File: src/hdl/dsgt_pkg.sv
// Shared constants, codes and types of the guide-table discrete sampler.
`default_nettype none
package dsgt_pkg;

    localparam int MAX_OUTCOMES_DEF  = 256;
    localparam int GUIDE_ENTRIES_DEF = 64;

    localparam int WEIGHT_W  = 17;
    localparam int UNIFORM_W = 16;
    localparam int SUM_W     = 25;
    localparam int TOL_W     = 8;
    localparam int OUTCOME_W = 8;
    localparam int STATUS_W  = 3;
    localparam int S_DATA_W  = 40;

    localparam logic [WEIGHT_W-1:0] ONE_Q16 = 17'h10000;

    localparam logic [STATUS_W-1:0] ST_SAMPLE_OK = 3'd0;
    localparam logic [STATUS_W-1:0] ST_WEIGHT_OK = 3'd1;
    localparam logic [STATUS_W-1:0] ST_MISMATCH  = 3'd2;
    localparam logic [STATUS_W-1:0] ST_NOT_READY = 3'd3;
    localparam logic [STATUS_W-1:0] ST_TOO_MANY  = 3'd4;

    localparam logic KIND_LOAD   = 1'b0;
    localparam logic KIND_SAMPLE = 1'b1;

    typedef enum logic [7:0] {
        S_IDLE        = 8'b0000_0001,
        S_BUILD_START = 8'b0000_0010,
        S_BUILD       = 8'b0000_0100,
        S_GUIDE       = 8'b0000_1000,
        S_FIRST       = 8'b0001_0000,
        S_UP          = 8'b0010_0000,
        S_DOWN        = 8'b0100_0000,
        S_EMIT        = 8'b1000_0000
    } dsgt_state_t;

    typedef struct packed {
        logic [SUM_W-1:0]    sum;
        logic [WEIGHT_W-1:0] cum;
        logic                in_tol;
    } dsgt_acc_t;

endpackage
`default_nettype wire

File: src/hdl/dsgt_accum.sv
// Saturating weight accumulation, cumulative clamp and sum tolerance check.
`default_nettype none
module dsgt_accum (
    input  wire logic [dsgt_pkg::SUM_W-1:0]    sum_in,
    input  wire logic [dsgt_pkg::WEIGHT_W-1:0] weight,
    input  wire logic [dsgt_pkg::TOL_W-1:0]    tol,
    output dsgt_pkg::dsgt_acc_t                acc
);
    import dsgt_pkg::*;

    logic [SUM_W:0]   raw_sum;
    logic [SUM_W-1:0] sat_sum;
    logic [SUM_W-1:0] one_ext;
    logic [SUM_W-1:0] diff;

    always_comb begin
        one_ext = SUM_W'(ONE_Q16);
        raw_sum = {1'b0, sum_in} + (SUM_W+1)'(weight);
        sat_sum = raw_sum[SUM_W] ? {SUM_W{1'b1}} : raw_sum[SUM_W-1:0];
        diff    = (sat_sum > one_ext) ? (sat_sum - one_ext) : (one_ext - sat_sum);
        acc.sum    = sat_sum;
        acc.cum    = (sat_sum > one_ext) ? ONE_Q16 : sat_sum[WEIGHT_W-1:0];
        acc.in_tol = (diff <= SUM_W'(tol));
    end

endmodule
`default_nettype wire

File: config.mk
export PLATFORM = sky130hd
export DESIGN_NAME = dsgt_accum
export DESIGN_NICKNAME = d
export VERILOG_FILES = /design/src/hdl/dsgt_pkg.sv /design/src/hdl/dsgt_accum.sv
export SDC_FILE = /design/constraint.sdc
export NUM_CORES = 1
export LEC_CHECK = 0
export BUFFER_PORTS_ARGS = -buffer_cell sky130_fd_sc_hd__buf_4
export CORE_MARGIN = 2
export CORE_UTILIZATION = 30
export DETAILED_ROUTE_END_ITERATION = 8
export PLACE_DENSITY = 0.57
export SETUP_SLACK_MARGIN = 0.02
export SYNTH_ARGS = -nofsm -noshare
export SYNTH_HDL_FRONTEND = slang
export SYNTH_SLANG_ARGS = --single-unit
File: constraint.sdc
create_clock -name vclk -period 21.4
set_clock_uncertainty 0.15 [all_clocks]
set_input_delay 5.35 -clock vclk [all_inputs]
set_output_delay 5.35 -clock vclk [all_outputs]
set_load 0.05 [all_outputs]
==> impl_metrics.yaml <==
worst_setup_path:
  max_stage_delay_ns: 0.52
  arrival_ns: 12.20
  startpoint: "sum_in[6]"
  crit_required_ns: 15.90
  path_common_cell: "o21a_1"
  end_kind: "output pin"
  crit_fanout: 28
  path_class: "in -> out"
  startpoint_type: "input pin"
  crit_slowest_cell: "and2_1"
final_layout:
  drive_gt1_share_pct: 24.8
  area_delta_synth_final_pct: 28.8
  nFlopsAndLatches: 0
  diodes: 0
  layout.nets: 546
  regArea_um2: 0
  instances_no_fill: 569
  clockBufferCount: 0
  final_area_um2: 3290
floorplanning:
  die-area_um2: 9270
  die_x_um: 96.3
  ioPinCount: 93
  rows: 33
  core_area_um2: 8260
  initial_core_util_pct: 31.0
  dieHeight_um: 96.3
synth:
  syn_nets: 467
  yosysWarnings: 0
  synth-seq-area-share_pct: 0
  ys_types: 67
  syn_inst: 387
  synth_area_per_cell_um2: 6.61
  syn_area_um2: 2560
timing:
  drv_slew: 0
  worstMarginPinSlew_ns: 0.929
  period_share_pct: 82.7
  fmax_mhz: 56.5
  tns_ns: 0
  hold_violations: 0
  slew_headroom_pct: 38.1
  setup_viol: 0
  whs_ns: 11.04
  grt_setup_unrepaired: "false"
  period_needed_ns: 17.70
power:
  totalPowerFinal_uw: 132
  static-leakage-power_uw: 0.00151
  powerDensity_nw_per_um2: 40.0
  ir_worst_vdd_v: 0.0000120
global_routing:
  gr-total-overflow: 0
  first_global_vias: 2936
  grt_antenna_before_repair: 0
  grt_pass1_wl_mm: 13.7
  grt_use_total_pct: 17.8
  grt_max_degree: 29
clocking:
  hold_buffers: 0
  cts_setup_buffers: 0
  cts.repair.resized: 0
place:
  post_dp_cell_area_um2: 3290
  dp.cells: 569
  port_buffers: 93
  gp_congestion: 0.858
  hpwl_mm: 7.12
routing:
  vias: 3075
  ant_nets: 0
  routed_wl_mm: 8.40
  drc: 0
  wire_per_inst_um: 14.8
  vias_per_cell: 5.40
  drtIter0Drc: 138
  firstDrtPassIters: 4
run:
  drv_cap: 0
run_status:
  status: "complete, no violations"
min_path:
  hold_path.class: "in -> out"
  worstHoldStart: "sum_in[17]"
  min_path_cells: 3
-- synth_stat cells, drive strengths merged (7+ instances only) --
cell type / instances / area [um^2]
and2: 10 / 62.6
xor2: 10 / 87.6
nand4: 11 / 75.1
xnor2: 14 / 123
o21a: 7 / 52.6
inv: 35 / 131
clkbuf: 8 / 30.0
a21oi: 32 / 168
nand3: 8 / 40.0
buf: 9 / 70.1
nor3: 8 / 40.0
ha: 29 / 363
nand2: 24 / 90.1
nor2: 53 / 199
o21ai: 26 / 134
a211oi: 7 / 62.6
o211ai: 8 / 60.1
-- stage by stage --
stage / setup WS [ns] / util, %
3_5_place_dp: 3.67 / 39.9
5_1_grt: 2.95 / 39.9
2_1_floorplan: 4.01 / -
4_1_cts: 3.61 / 39.9
6_report: 3.70 / 39.9
3_3_place_gp: 3.88 / 39.9
-- layout make-up --
class / count / area (um^2)
well taps: 105 / 131
inverters: 35 / 131
repair buffers: 94 / 706
multi-input cells: 335 / 2320
fillers: 921 / 4960
-- critical path, delay by kind of cell --
family / cells / cell delay, ns
buffers and inverters: 4 / 0.61
AO/OA/AOI/OAI: 14 / 2.51
adder cells (fa/ha/maj): 3 / 1.03
AND/OR/NAND/NOR: 11 / 2.67
-- report_power, final --
part	internal (uW)	switching [uW]
Clock	0	0
Combinational	46.3	85.3
Sequential	0	0
Total	46.3	85.3
-- cell families after synthesis --
| family | Yosys count | synth area share (%) |
|---|---|---|
| AOI/OAI and AO/OA | 129 | 35.3 |
| xor gates and xnor gates | 24 | 8.22 |
| adders and majority gates | 30 | 15.0 |
| buffers and inverters | 52 | 9.05 |
| muxes | 2 | 0.832 |
| and+or+nand+nor | 150 | 31.6 |
-- cell usage in the layout (no fill, tap or decap), types with 10 or more instances in the layout --
| master | synthesis | final |
|---|---|---|
| buf_4 | 0 | 94 |
| nor2_1 | 53 | 53 |
| inv_1 | 34 | 34 |
| a21oi_1 | 30 | 30 |
| ha_1 | 29 | 29 |
| nand2_1 | 24 | 24 |
| o21ai_0 | 23 | 23 |
| xnor2_1 | 14 | 14 |
| nand4_1 | 10 | 10 |
| xor2_1 | 10 | 10 |
| and2_1 | 10 | 10 |
-- metal layers --
| metal | up-vias | wire length, um | track usage (%) |
|---|---|---|---|
| met1 | 1376 | 4000 | 25.8 |
| met4 | 0 | 40 | 1.53 |
| li1 | 1576 | - | - |
| met2 | 119 | 3800 | 30.2 |
| met5 | - | 0 | 0 |
| met3 | 4 | 558 | 1.02 |
-- path summary, 6_finish.rpt --
check | end | slack, ns
setup / recovery | acc[0] | 3.70
hold / removal | acc[35] | 11.04
No activity file was read; power rests on OpenSTA's default activity.
